## config.mk

```make
export PLATFORM = sky130hd
export DESIGN_NAME = apu_div
export DESIGN_NICKNAME = d
export VERILOG_FILES = /design/src/rtl/core/apu_div.sv
export SDC_FILE = /design/constraint.sdc
export NUM_CORES = 2
export LEC_CHECK = 0
export BUFFER_PORTS_ARGS = -buffer_cell sky130_fd_sc_hd__buf_2
export CAP_MARGIN = 10
export CORE_ASPECT_RATIO = 0.9
export CORE_MARGIN = 3
export CORE_UTILIZATION = 61
export CTS_CLUSTER_DIAMETER = 50
export CTS_CLUSTER_SIZE = 30
export DETAILED_ROUTE_END_ITERATION = 16
export PLACE_DENSITY = 0.77
export SKIP_LAST_GASP = 1
export SLEW_MARGIN = 20
export SYNTH_ARGS = -nofsm -noshare
export SYNTH_HDL_FRONTEND = slang
export SYNTH_SLANG_ARGS = --single-unit
```

## constraint.sdc

```tcl
create_clock -name clk -period 4.1 [get_ports clk]
set_clock_uncertainty 0.05 [all_clocks]
set_input_delay 0.615 -clock clk [delete_from_list [all_inputs] [get_ports clk]]
set_output_delay 0.615 -clock clk [all_outputs]
set_load 0.01 [all_outputs]
```

## src/rtl/core/apu_div.sv

```systemverilog
// Pipelined restoring divider, one quotient bit per stage, with overflow flag and sideband.
module apu_div #(
  parameter int NW = 56,
  parameter int DW = 25,
  parameter int QW = 32,
  parameter int SW = 1
) (
  input  logic          clk,
  input  logic          rst_n,
  input  logic          in_valid,
  input  logic [NW-1:0] in_num,
  input  logic [DW-1:0] in_den,
  input  logic [SW-1:0] in_side,
  output logic          out_valid,
  output logic [QW-1:0] out_quo,
  output logic          out_ovf,
  output logic [SW-1:0] out_side
);

  localparam int HW  = NW - QW;
  localparam int RMW = DW + 1;

  logic [QW:0]    vld_r, vld_nxt;
  logic [RMW-1:0] rem_r  [QW+1];
  logic [RMW-1:0] rem_nxt[QW+1];
  logic [QW-1:0]  quo_r  [QW+1];
  logic [QW-1:0]  quo_nxt[QW+1];
  logic [DW-1:0]  den_r  [QW+1];
  logic [DW-1:0]  den_nxt[QW+1];
  logic [QW:0]    ovf_r, ovf_nxt;
  logic [SW-1:0]  side_r  [QW+1];
  logic [SW-1:0]  side_nxt[QW+1];
  logic [RMW-1:0] sh  [QW];
  logic           ge  [QW];
  logic [HW-1:0]  hi;

  always_comb begin
    hi          = in_num[NW-1:QW];
    vld_nxt[0]  = in_valid;
    ovf_nxt[0]  = (hi >= in_den);
    rem_nxt[0]  = ovf_nxt[0] ? '0 : RMW'(hi);
    quo_nxt[0]  = in_num[QW-1:0];
    den_nxt[0]  = in_den;
    side_nxt[0] = in_side;
    for (int k = 0; k < QW; k++) begin
      sh[k]         = {rem_r[k][DW-1:0], quo_r[k][QW-1]};
      ge[k]         = (sh[k] >= {1'b0, den_r[k]});
      rem_nxt[k+1]  = ge[k] ? sh[k] - {1'b0, den_r[k]} : sh[k];
      quo_nxt[k+1]  = {quo_r[k][QW-2:0], ge[k]};
      den_nxt[k+1]  = den_r[k];
      ovf_nxt[k+1]  = ovf_r[k];
      side_nxt[k+1] = side_r[k];
      vld_nxt[k+1]  = vld_r[k];
    end
  end

  always_ff @(posedge clk) begin
    if (!rst_n) begin
      vld_r <= '0;
    end else begin
      vld_r <= vld_nxt;
    end
  end

  always_ff @(posedge clk) begin
    rem_r  <= rem_nxt;
    quo_r  <= quo_nxt;
    den_r  <= den_nxt;
    ovf_r  <= ovf_nxt;
    side_r <= side_nxt;
  end

  assign out_valid = vld_r[QW];
  assign out_quo   = quo_r[QW];
  assign out_ovf   = ovf_r[QW];
  assign out_side  = side_r[QW];

endmodule

```

[Yosys cells after proc, flatten, opt, wreduce, memory -nomap -nowiden]
Cells that the tools add are included.
Operators by class
  add/subtract/negate cells: 31
  multiplexer cells: 31
  magnitude comparators: 33
Operators by type and width (number)
  greater-or-equal comparator 26 x 25 -> 1 bit: 31
  2-to-1 mux 25 bit: 31
  subtractor 25 bit: 31
  greater-or-equal comparator 24 x 25 -> 1 bit: 1
  greater-or-equal comparator 25 bit: 1
Word-level totals
  bits in registers: 2754

[Logic depth before layout (Yosys ltp)]
  depth after elaboration: 2
  depth in mapped cells: 16

[Least setup slack after synthesis]
OpenSTA, ideal clock, no wires.
  path type: reg2reg
  from: register quo_r[991] (netlist name)
  to: register rem_r[760] (netlist name)
  data arrival time: 3.461 ns
  library setup time: 0.121 ns
  cell stages (with the launch flop): 16
  path buffers: 1
  slack: 0.467 ns
  cells stage by stage: dfxtp_1 inv_1 ha_1 inv_1 fa_1 a21o_1 a21o_1 a211oi_2 nor4b_1 o31ai_2 o21bai_1 a211oi_1 nor2_1 a2111oi_4 buf_6 mux2_4
RTL lines
  start, declared: line 26  | logic [QW-1:0] quo_r [QW+1];
  start signal, assigned: line 67  | quo_r <= quo_nxt;
  end signal, assigned: line 66  | rem_r <= rem_nxt;
  end, declared: line 24  | logic [RMW-1:0] rem_r [QW+1];

==> flow_metrics.tcl <==
set metrics [dict create \
    hp-class "primary input to register" \
    clockBufferDepth 3 \
    grtUsageMet1_pct 29.9 \
    die_area_sq_um 176000 \
    synth_compound_area_share_pct 14.1 \
    crit_required_ps 4750 \
    min_period_ps 3950 \
    grt_pass1_vias 68600 \
    grt.busiest_layer "met2" \
    clk_pin_slew_ps 100 \
    antenna_found_initial 6 \
    path_delay_family "compound AO/OA/AOI/OAI gates" \
    ioPinCount 120 \
    synthArstFlopShare_pct 0 \
    hold_path_depth 2 \
    synth_area_per_cell_sq_um 10.3 \
    drtIter0Drc 4676 \
    syn-num-nets 11000 \
    num_vias 69700 \
    synth-xor-area-share_pct 5.43 \
    synthSimpleGateAreaFrac_pct 8.73 \
    chipHeight_microns 399 \
    peakVddDrop_mv 0.473 \
    finalHoldViolations 0 \
    leakage_nw 52.8 \
    met3_usage_pct 3.17 \
    drtPass1Iterations 8 \
    switching_power_w 0.0382 \
    syn_inst 10100 \
    placed_area_sq_um 108000 \
    drcViolationCount 0 \
    tightest_slew_ps 1040 \
    ctsHtreeMaxLevel 4 \
    yosys_warnings 0 \
    cp_cell_sequence "inv_1, ha_1, inv_1, fa_1, a21o_1, a221o_1, a22oi_1, a31oi_1, a311oi_2, o41ai_1, nand3_1, a21oi_2, buf_4, mux2_2" \
    drive_gt1_share_pct 8.86 \
    grt_usage_pct 23.7 \
    power_density_nw_per_um2 891 \
    cp_num_buf_inv 3 \
    cp.depth 14 \
    num_rows 143 \
    crit_type "register to register" \
    portBuffers 119 \
    place_congestion 0.933 \
    die_w_microns 442 \
    rrSetupSlack_ps 150 \
    wl_per_cell_microns 16.7 \
    synth_mux_area_share_pct 3.86 \
    ant_nets 0 \
    switching_share_pct 37.1 \
    core_area_sq_um 169000 \
    grt_max_degree 50 \
    initial_core_util_pct 61.6 \
    max_stage_delay_ps 480 \
    r2r_start "quo_r[127]" \
    cts_buffers 181 \
    slew_headroom_pct 30.7 \
    status "finished, final reports clean" \
    cts_tree "yes" \
    dominantRegCellSynth "dfxtp_1" \
    pwr-share-clk_pct 20.1 \
    synth_seq_area_share_pct 52.8 \
    hold_start "rst_n" \
    crit_path_end_kind "register" \
    rr_endpoint "rem_r[62]" \
    fmax_mhz 253 \
    synth-seq-cells 2754 \
    via_per_inst 5.47 \
    report.final.setup_viol 0 \
    worst_setup_path_start_kind "register" \
    grt_overflow 0 \
    drv_slew 0 \
    dp_hpwl_microns 160000 \
    crit_top_cell "inv_1" \
    path_max_fanout 28 \
    min_to "vld_r[0]" \
    synth_fa_ha_area_share_pct 10.5 \
    internal-power_w 0.0647 \
    r2r_cells 14 \
    power_frac_comb_pct 42.5 \
    finalPower_w 0.103 \
    drv_cap 0 \
    area_delta_synth_final_pct 10.7 \
    cp-startpoint "quo_r[127]" \
    synth_top_family_by_area "compound AO/OA/AOI/OAI gates" \
    synth_edf_count 0 \
    grt_pass1_wl_microns 345000 \
    p_seq_share_pct 37.4 \
    finalCritPeriodShare_pct 96.5 \
    cts_sinks 2754 \
    synth_cell_types 91 \
    wl_microns 213000 \
    slowest_stage "a311oi_2" \
    cts-root-buf "clkbuf_16" \
    clock_latency_ps 850 \
    fin_nets 11300 \
    worst_hold_slack_ps 183 \
    syn_area_sq_um 104000 \
    fin_area_sq_um 116000 \
    arrival_ps 4600 \
    grtUsageMet2_pct 42.6 \
]
[power by group through the flow]
| stage | Sequential, W | Clock (W) | Combinational (W) |
|---|---|---|---|
| 3_5_place_dp | 0.0391 | 0 | 0.0428 |
| 3_3_place_gp | 0.0391 | 0 | 0.0417 |
| 4_1_cts | 0.0386 | 0.0212 | 0.0433 |
| 6_report | 0.0385 | 0.0207 | 0.0438 |
| 2_1_floorplan | 0.0371 | 0 | 0.0344 |
| 5_1_grt | 0.0391 | 0.0222 | 0.0489 |
[cell usage after synthesis, drive strengths merged (39+ instances only)]
library cell	count	area, sq um
mux2	336	3820
o21ai	591	2960
and3	66	413
o21a	99	743
a21oi	787	3950
o31ai	44	335
nand2	500	1880
nor2	519	1950
xnor2	395	3460
nand3	138	691
inv	1024	3840
nor2b	88	551
clkbuf	145	544
and2	91	569
a31oi	64	400
a21o	336	2520
dfxtp	2754	55100
a211oi	54	423
ha	824	10300
nand2b	108	676
o211ai	39	293
nand4	112	701
xor2	253	2220
o21bai	87	653
buf	72	450
nor3	83	415
[registers in the layout, indices dropped and copies added, names as in the netlist]
name      count
quo_nxt     992
den_nxt     800
rem_r       799
ovf_r        33
vld_r        33
out_quo      32
quo_r        32
side_nxt     32
out_side      1
[worst max-delay path by stage]
stage,endpoint
after global routing,rem_r[755]
final,rem_r[62]
after CTS,rem_r[62]
after global placement,rem_r[62]
after floorplan,rem_r[760]
after detailed placement,rem_r[66]
[area by class of cell]
type                            count  area [sq um]
Sequential cell                  2754         55100
Fill cell                       12700         53800
Multi-Input combinational cell   6103         44600
Clock buffer                      193          4690
Inverter                         1024          3840
Tap cell                         2247          2810
Clock inverter                    140          2360
Timing Repair Buffer              275          2180
Antenna cell                        2          5.00
[per-stage QoR]
step	setup WS [ps]	util (%)	cells	TNS (ps)
5_1_grt	-23.5	68.2	12700	-35.4
3_5_place_dp	144	63.6	12300	0
6_report	145	68.2	12700	0
2_1_floorplan	467	-	10100	0
4_1_cts	49.3	68.2	12700	0
3_3_place_gp	202	63.6	12300	0
[worst register-to-register path, delay by kind of cell (launching register included)]
family | cells | cell delay [ps]
buffers and inverters | 3 | 390
DFF | 1 | 330
adders and majority gates | 2 | 580
muxes | 1 | 350
AOI/OAI and AO/OA | 7 | 1940
and+or+nand+nor | 1 | 160
[cells by family (layout without fill, tap and decap cells)]
kind of cell	count (synthesis)	in the layout
flops	2754	2754
compound gates	2367	2367
simple gates	1876	1876
buf+inv	1241	1632
fa+ha+maj	855	855
xor+xnor	648	648
mux	357	357
other cells	0	2
[repair_timing]
action                                  4_1_cts  5_1_grt
gates resized for setup                       0        5
buffers inserted                              0        2
hold buffers                                 83        0
hold endpoints to repair                     83        0
endpoints found under the setup margin        0      100
[cells in the final DEF (no fill, tap or decap), types with 39 or more instances in the layout]
| master | netlist | final |
|---|---|---|
| a211oi_1 | 52 | 52 |
| a21o_1 | 336 | 336 |
| a21oi_1 | 785 | 779 |
| a31oi_1 | 64 | 63 |
| and2_1 | 91 | 91 |
| and3_1 | 66 | 66 |
| buf_2 | 30 | 119 |
| buf_4 | 34 | 57 |
| clkbuf_16 | 0 | 184 |
| dfxtp_1 | 2754 | 2754 |
| dlygate4sd3_1 | 0 | 83 |
| ha_1 | 824 | 824 |
| inv_1 | 1024 | 1024 |
| mux2_2 | 318 | 318 |
| nand2_1 | 500 | 500 |
| nand2b_1 | 108 | 108 |
| nand3_1 | 138 | 138 |
| nand4_1 | 112 | 112 |
| nor2_1 | 519 | 519 |
| nor2b_1 | 88 | 88 |
| nor3_1 | 83 | 83 |
| o211ai_1 | 39 | 39 |
| o21a_1 | 99 | 99 |
| o21ai_0 | 576 | 576 |
| o21bai_1 | 87 | 86 |
| o31ai_1 | 43 | 42 |
| xnor2_1 | 395 | 395 |
| xor2_1 | 253 | 253 |
[metal layers]
metal,vias up,wire length (microns)
met2,1538,105000
met1,32800,93400
li1,35000,-
met3,362,9750
met5,-,0
met4,0,4880
Note: power is estimated with default switching activity, not from simulation.
