**config.mk**
```make
export PLATFORM = sky130hd
export DESIGN_NAME = apu_isqrt
export DESIGN_NICKNAME = d
export VERILOG_FILES = /design/src/rtl/core/apu_isqrt.sv
export SDC_FILE = /design/constraint.sdc
export NUM_CORES = 2
export LEC_CHECK = 0
export BUFFER_PORTS_ARGS = -buffer_cell sky130_fd_sc_hd__buf_2
export CAP_MARGIN = 40
export CORE_MARGIN = 2
export CORE_UTILIZATION = 60
export DETAILED_ROUTE_END_ITERATION = 8
export GPL_ROUTABILITY_DRIVEN = 0
export PLACE_DENSITY = 0.74
export SYNTH_ARGS = -nofsm -noshare
export SYNTH_HDL_FRONTEND = slang
export SYNTH_SLANG_ARGS = --single-unit
```
**constraint.sdc**
```tcl
create_clock -name clk -period 6.21 [get_ports clk]
set_input_delay 0.621 -clock clk [delete_from_list [all_inputs] [get_ports clk]]
set_output_delay 0.621 -clock clk [all_outputs]
set_load 0.01 [all_outputs]
```
**src/rtl/core/apu_isqrt.sv**
```systemverilog
// Pipelined floor square root, one root bit per stage, with sideband.
module apu_isqrt #(
  parameter int XW = 56,
  parameter int SW = 1
) (
  input  logic             clk,
  input  logic             rst_n,
  input  logic             in_valid,
  input  logic [XW-1:0]    in_x,
  input  logic [SW-1:0]    in_side,
  output logic             out_valid,
  output logic [XW/2-1:0]  out_root,
  output logic [SW-1:0]    out_side
);

  localparam int RW = XW / 2;

  logic [RW:0]   vld_r, vld_nxt;
  logic [RW+1:0] rem_r   [RW+1];
  logic [RW+1:0] rem_nxt [RW+1];
  logic [RW-1:0] root_r  [RW+1];
  logic [RW-1:0] root_nxt[RW+1];
  logic [XW-1:0] xs_r    [RW+1];
  logic [XW-1:0] xs_nxt  [RW+1];
  logic [SW-1:0] side_r  [RW+1];
  logic [SW-1:0] side_nxt[RW+1];
  logic [RW+1:0] sh   [RW];
  logic [RW+1:0] trial[RW];
  logic          ge   [RW];

  always_comb begin
    vld_nxt[0]  = in_valid;
    rem_nxt[0]  = '0;
    root_nxt[0] = '0;
    xs_nxt[0]   = in_x;
    side_nxt[0] = in_side;
    for (int k = 0; k < RW; k++) begin
      sh[k]          = {rem_r[k][RW-1:0], xs_r[k][XW-1:XW-2]};
      trial[k]       = {root_r[k], 2'b01};
      ge[k]          = (sh[k] >= trial[k]);
      rem_nxt[k+1]   = ge[k] ? sh[k] - trial[k] : sh[k];
      root_nxt[k+1]  = {root_r[k][RW-2:0], ge[k]};
      xs_nxt[k+1]    = {xs_r[k][XW-3:0], 2'b00};
      side_nxt[k+1]  = side_r[k];
      vld_nxt[k+1]   = vld_r[k];
    end
  end

  always_ff @(posedge clk) begin
    if (!rst_n) begin
      vld_r <= '0;
    end else begin
      vld_r <= vld_nxt;
    end
  end

  always_ff @(posedge clk) begin
    rem_r  <= rem_nxt;
    root_r <= root_nxt;
    xs_r   <= xs_nxt;
    side_r <= side_nxt;
  end

  assign out_valid = vld_r[RW];
  assign out_root  = root_r[RW];
  assign out_side  = side_r[RW];

endmodule

```
# --- Word level (Yosys, flattened, before mapping) ---
# Index checks and enable logic that the tools add are counted.
totals:
  regBits: 2007
  latch_bits: 0
  mem_bits_rw: 0
  mem_bits_ro: 0
  in_bits: 60
  output_inout_bits: 30
  memories: 0
op_classes:
  n_addsub: 27
  mul: 0
  n_div: 0
  order_cmp: 28
  eq_ne: 0
  n_shift: 0
  mux: 27
  n_bitwise: 0
  n_reduce_logical: 0
ops:
  columns: ["operator", "count"]
  rows:
  - ["28-bit 2-to-1 mux", 26]
  - ["30-bit by 10-bit greater-or-equal comparator with 1-bit output", 1]
  - ["30-bit by 11-bit greater-or-equal comparator with 1-bit output", 1]
  - ["30-bit by 12-bit greater-or-equal comparator with 1-bit output", 1]
  - ["30-bit by 13-bit greater-or-equal comparator with 1-bit output", 1]
  - ["30-bit by 14-bit greater-or-equal comparator with 1-bit output", 1]
  - ["30-bit by 15-bit greater-or-equal comparator with 1-bit output", 1]
  - ["30-bit by 16-bit greater-or-equal comparator with 1-bit output", 1]
  - ["30-bit by 17-bit greater-or-equal comparator with 1-bit output", 1]
  - ["30-bit by 18-bit greater-or-equal comparator with 1-bit output", 1]
  - ["30-bit by 19-bit greater-or-equal comparator with 1-bit output", 1]
  - ["30-bit by 20-bit greater-or-equal comparator with 1-bit output", 1]
  - ["30-bit by 21-bit greater-or-equal comparator with 1-bit output", 1]
  - ["30-bit by 22-bit greater-or-equal comparator with 1-bit output", 1]
  - ["30-bit by 23-bit greater-or-equal comparator with 1-bit output", 1]
  - ["30-bit by 24-bit greater-or-equal comparator with 1-bit output", 1]
  - ["30-bit by 25-bit greater-or-equal comparator with 1-bit output", 1]
  - ["30-bit by 26-bit greater-or-equal comparator with 1-bit output", 1]
  - ["30-bit by 27-bit greater-or-equal comparator with 1-bit output", 1]
  - ["30-bit by 28-bit greater-or-equal comparator with 1-bit output", 1]
  - ["30-bit by 29-bit greater-or-equal comparator with 1-bit output", 1]
  - ["30-bit by 3-bit greater-or-equal comparator with 1-bit output", 1]
  - ["30-bit by 4-bit greater-or-equal comparator with 1-bit output", 1]
  - ["30-bit by 5-bit greater-or-equal comparator with 1-bit output", 1]
  - ["33 further kinds", 33]

# --- Longest topological paths before layout ---
logic_depth:
  depth_word: 2
  ltp_mapped: 15

# --- Worst setup path before layout ---
# Ideal clock, no wire load.
synth_path:
  path_kind: "reg2reg"
  start: "register root_r, in the netlist root_nxt[85]"
  end: "register rem_r[105] (netlist name)"
  t_arrival_ns: 2.971
  slack_ns: 3.118
  stages_incl_launch_ff: 13
  n_path_buf: 2
  path_cell_list: "dfxtp_1 inv_1 ha_1 nor2b_1 o21a_1 o21ai_0 a211oi_1 o311ai_0 a31oi_1 a211o_1 buf_2 buf_2 mux2_2"
synth_lines:
  columns: ["item", "line", "source"]
  rows:
  - ["from (decl)", "21", "logic [RW-1:0] root_r [RW+1];"]
  - ["from (signal assigned)", "59", "root_r <= root_nxt;"]
  - ["to (signal assigned)", "58", "rem_r <= rem_nxt;"]
  - ["to (decl)", "19", "logic [RW+1:0] rem_r [RW+1];"]

==> results summary <==
The period utilization came out at 59.9%. The synthesized netlist net count came out at 7364. The post-route netlist has 7.82% of its cells at a drive strength greater than 1. By startpoint and endpoint, the worst setup path is classified as flop to flop. In this design, the stage delay of the slowest critical-path cell is 0.68 ns. For this design the ratio of total power to cell area is 418 nW/um^2. The antenna diode count is 0. The most critical setup path has its startpoint at root_nxt[85]$_DFF_P_. After technology mapping, the gate count stands at 6868.

In this run, the number of DRC markers left after iteration 0 of detailed routing was 2754. The required time at the endpoint of the critical path is 6.89 ns. The via count of the first global-routing pass is 47232. After layout, the design draws a total of 33500 uW. For this run the aggregate overflow at the end of global routing stands at 0. The die extent in x is 348 microns.

On the final layout, the worst clock skew is 0.0552 ns. The final hold violation count came to 0. The HPWL after detailed placement is 98.3 mm.

The worst voltage drop across the vdd grid is 0.302 mV. The highest clock frequency the design can meet is 269 MHz. The average cell area after synthesis came out at 10.3 sq um. The flow ran to the end, and the final reports show no timing, DRC or antenna violations.

The post-detailed-route wirelength per cell is 15.7 microns. The count of TritonRoute iterations in the first routing pass came out at 8. STA classifies the critical path endpoint as a flop. The multi-input combinational cell area is 28700 sq um. The area growth from synthesis to final layout is 12.8%. The number of enable flip-flop cells after synthesis came out at 0. Once detail routing completed, the nets flagged for antenna violations numbered 0.

The cell row count came out at 126. The sequential area share after synthesis is 56.2%. The worst relative slew slack is 34.0%. The count of buffers inserted at the top-level ports is 89. The worst register-to-register path ends at rem_r[95]$_DFF_P_. The capturing instance or port of the critical path is rem_r[95]$_DFF_P_. The first-pass GRT wire length came out at 226 mm. CTS placed an instance of clkbuf_16 at the clock tree root. After clock tree synthesis, the clock-pin slew on the worst setup and hold paths is 0.06 ns. The synthesis-stage register bit count came out at 1994. The height of the die is 348 microns. The sum of buffers and inverters on the critical path came out at 2. The path type of the worst min-delay path is input port to flop.

On the critical path the largest part of the delay comes from compound AO/OA/AOI/OAI gates. The highest-delay cell along the critical path is o311ai_0. The static power due to leakage is 0.0379 uW. The worst endpoint data arrival time came out at 4.40 ns. The count of pins over their slew limit came out at 0. The number of max-cap violations came out at 0. The DRC violation count after routing is 0.

The critical path depth is 11. At the pin with the least slew margin, the transition time is 0.965 ns. Setup repair after global routing left no endpoint under its margin. The initial antenna violation count came out at 1. TritonCTS built the clock tree. The pin count of the biggest net entering global routing is 52. For this run, the leading register cell type out of synthesis is dfxtp_1. The floorplan step defined a die boundary enclosing 121000 sq um.

The number of gates resized after CTS was 0. On the final layout, the worst hold slack is 0.259 ns. The count of different cell masters after synthesis is 87. The count of nets after finishing came out at 7595.

Across the whole layout, storage elements account for 39900 sq um. The synthesized cell area is 71100 sq um. The critical path goes through inv_1 > ha_1 > nor2b_1 > o21a_1 > o21ai_0 > a211oi_1 > o311ai_0 > a31oi_1 > a211o_1 > buf_4 > mux2_2. For this configuration, the core starts out at a cell density of 60.4%.

The peak fanout along the critical path is 44. Clock latency on the worst-skew pair, taken at its later pin, is 0.82 ns. The count of cells along the worst register-to-register path came out at 11. The time the worst path needs with I/O delays and setup is 3.72 ns. Cells fill 68.1% of the core in the end.

The yosys synthesis warning count is 0. The number of vias per cell is 5.41. The core box area is 118000 sq um. The number of setup violations in the final report came out at 0. The startpoint identified for the worst register-to-register timing path is root_nxt[85]$_DFF_P_.

The CTS H-tree depth is 4. The number of clock sinks came out at 1994. The top-level port count came out at 90. The final wirelength came out at 138 mm.

The overall global routing resource usage is 22.5%. After synthesis, the share of flip-flops with an asynchronous set or reset is 0%. Along the worst hold path, the cell count comes to 2. The count of fill cells added during filler insertion came out at 8609. The number of cells in the finished layout apart from fillers is 8783. After routing, the total negative slack on setup checks comes to 0 ns. The overall via count from detail_route is 47545. The buffer levels on the longest clock path came out at 3. The number of placed instances, taps included, is 8392. The total CTS buffers came out at 183. STA classifies the critical path startpoint as a flop. The minimum setup slack among reg-to-reg paths is 2.49 ns.
per-layer routing:
layer	vias up	part of all wire, %	global-route usage, %
li1	23878	-	-
met3	354	4.6	3.50
met2	1192	50	40.3
met1	22119	42	26.7
met4	2	3.6	9.33
met5	-	0.021	0
metrics by stage:
step / worst slack [ns] / instance area, sq um
after floorplan: 3.12 / 71100
after global placement: 2.64 / 73200
after detailed placement: 2.55 / 73200
after CTS: 2.52 / 80200
after global routing: 2.13 / 80200
final: 2.49 / 80200
layout by cell type (no fill, tap or decap), types with 47 or more instances in the layout:
master and instances:
nand2_1 397, a21oi_1 465, clkbuf_16 183, mux2_2 87, dlygate4sd3_1 58, nor2_1 444, and2_1 47, o21a_1 92
dfxtp_1 1994, a21o_1 159, nor3_1 156, nor2b_1 61, ha_1 436, or3_1 68, nand2b_1 98, inv_1 537
nand4_1 63, xnor2_1 317, buf_2 90, nor4_1 89, xor2_1 272, o21ai_0 348, nand3_1 115
synth_stat cells (12+ instances only):
| cell | n | area [sq um] |
|---|---|---|
| nor2_1 | 444 | 1670 |
| and3_1 | 33 | 206 |
| o211ai_1 | 20 | 150 |
| inv_1 | 537 | 2020 |
| xnor2_1 | 317 | 2780 |
| o21ai_0 | 348 | 1740 |
| and4_1 | 12 | 105 |
| nand2b_1 | 98 | 613 |
| nand3b_1 | 19 | 143 |
| nor3b_1 | 16 | 120 |
| nor2b_1 | 61 | 382 |
| and2_1 | 47 | 294 |
| a21o_1 | 159 | 1190 |
| clkbuf_1 | 101 | 379 |
| a31oi_1 | 38 | 238 |
| nand3_1 | 115 | 576 |
| a21oi_1 | 468 | 2340 |
| nor3_1 | 157 | 786 |
| nand4b_1 | 19 | 166 |
| nor4_1 | 89 | 557 |
| or4_1 | 29 | 218 |
| or3_1 | 68 | 425 |
| o31ai_1 | 32 | 240 |
| a211o_1 | 12 | 105 |
| nand2_1 | 397 | 1490 |
| ha_1 | 436 | 5460 |
| a21boi_0 | 19 | 143 |
| or2_2 | 30 | 188 |
| a211oi_1 | 32 | 240 |
| nand4_1 | 63 | 394 |
| mux2_2 | 87 | 980 |
| dfxtp_1 | 1994 | 39900 |
| o21bai_1 | 24 | 180 |
| o21a_1 | 92 | 691 |
| xor2_1 | 272 | 2380 |
flip-flops by register name, summed over array words and instances, names as in the netlist:
register and cells:
rem_r 718, xs_nxt 756, root_nxt 378, out_root 28, out_side 1, sh 56
side_nxt 28, vld_r 29
repair_timing:
action                                  in CTS  in global routing
endpoints found under the setup margin       0                  0
hold endpoints to repair                    58                  0
hold buffers                                58                  0
buffers inserted                             0                  0
worst min-delay path by stage:
stage / startpoint / to
2_1_floorplan: side_nxt[0]$_DFF_P_ / out_side$_DFF_P_
4_1_cts: rst_n / vld_r[26]$_SDFF_PN0_
3_5_place_dp: xs_nxt[1502]$_DFF_P_ / xs_nxt[1448]$_DFF_P_
6_report: rst_n / vld_r[26]$_SDFF_PN0_
5_1_grt: rst_n / vld_r[11]$_SDFF_PN0_
3_3_place_gp: xs_nxt[882]$_DFF_P_ / xs_nxt[828]$_DFF_P_
where the power goes:
part	internal, uW	switching (uW)
combinational	2650	3120
sequential	14800	1440
clock	6590	4880
cell families after synthesis:
group	after synthesis	share of synthesized area, %
simple gates	1743	12.4
flops	1994	56.2
xor+xnor	589	7.26
fa+ha+maj	436	7.68
mux	96	1.51
compound gates	1352	11.5
buf+inv	657	3.49
other cells	1	0.00528
final cells by class:
type	instances	area share [%]
Clock buffer	248	6.48
Clock inverter	85	1.51
Inverter	537	2.51
Multi-Input combinational cell	4217	35.9
Sequential cell	1994	49.8
Tap cell	1536	2.40
Timing Repair Buffer	166	1.46
Note: power is estimated with default switching activity, not from simulation.
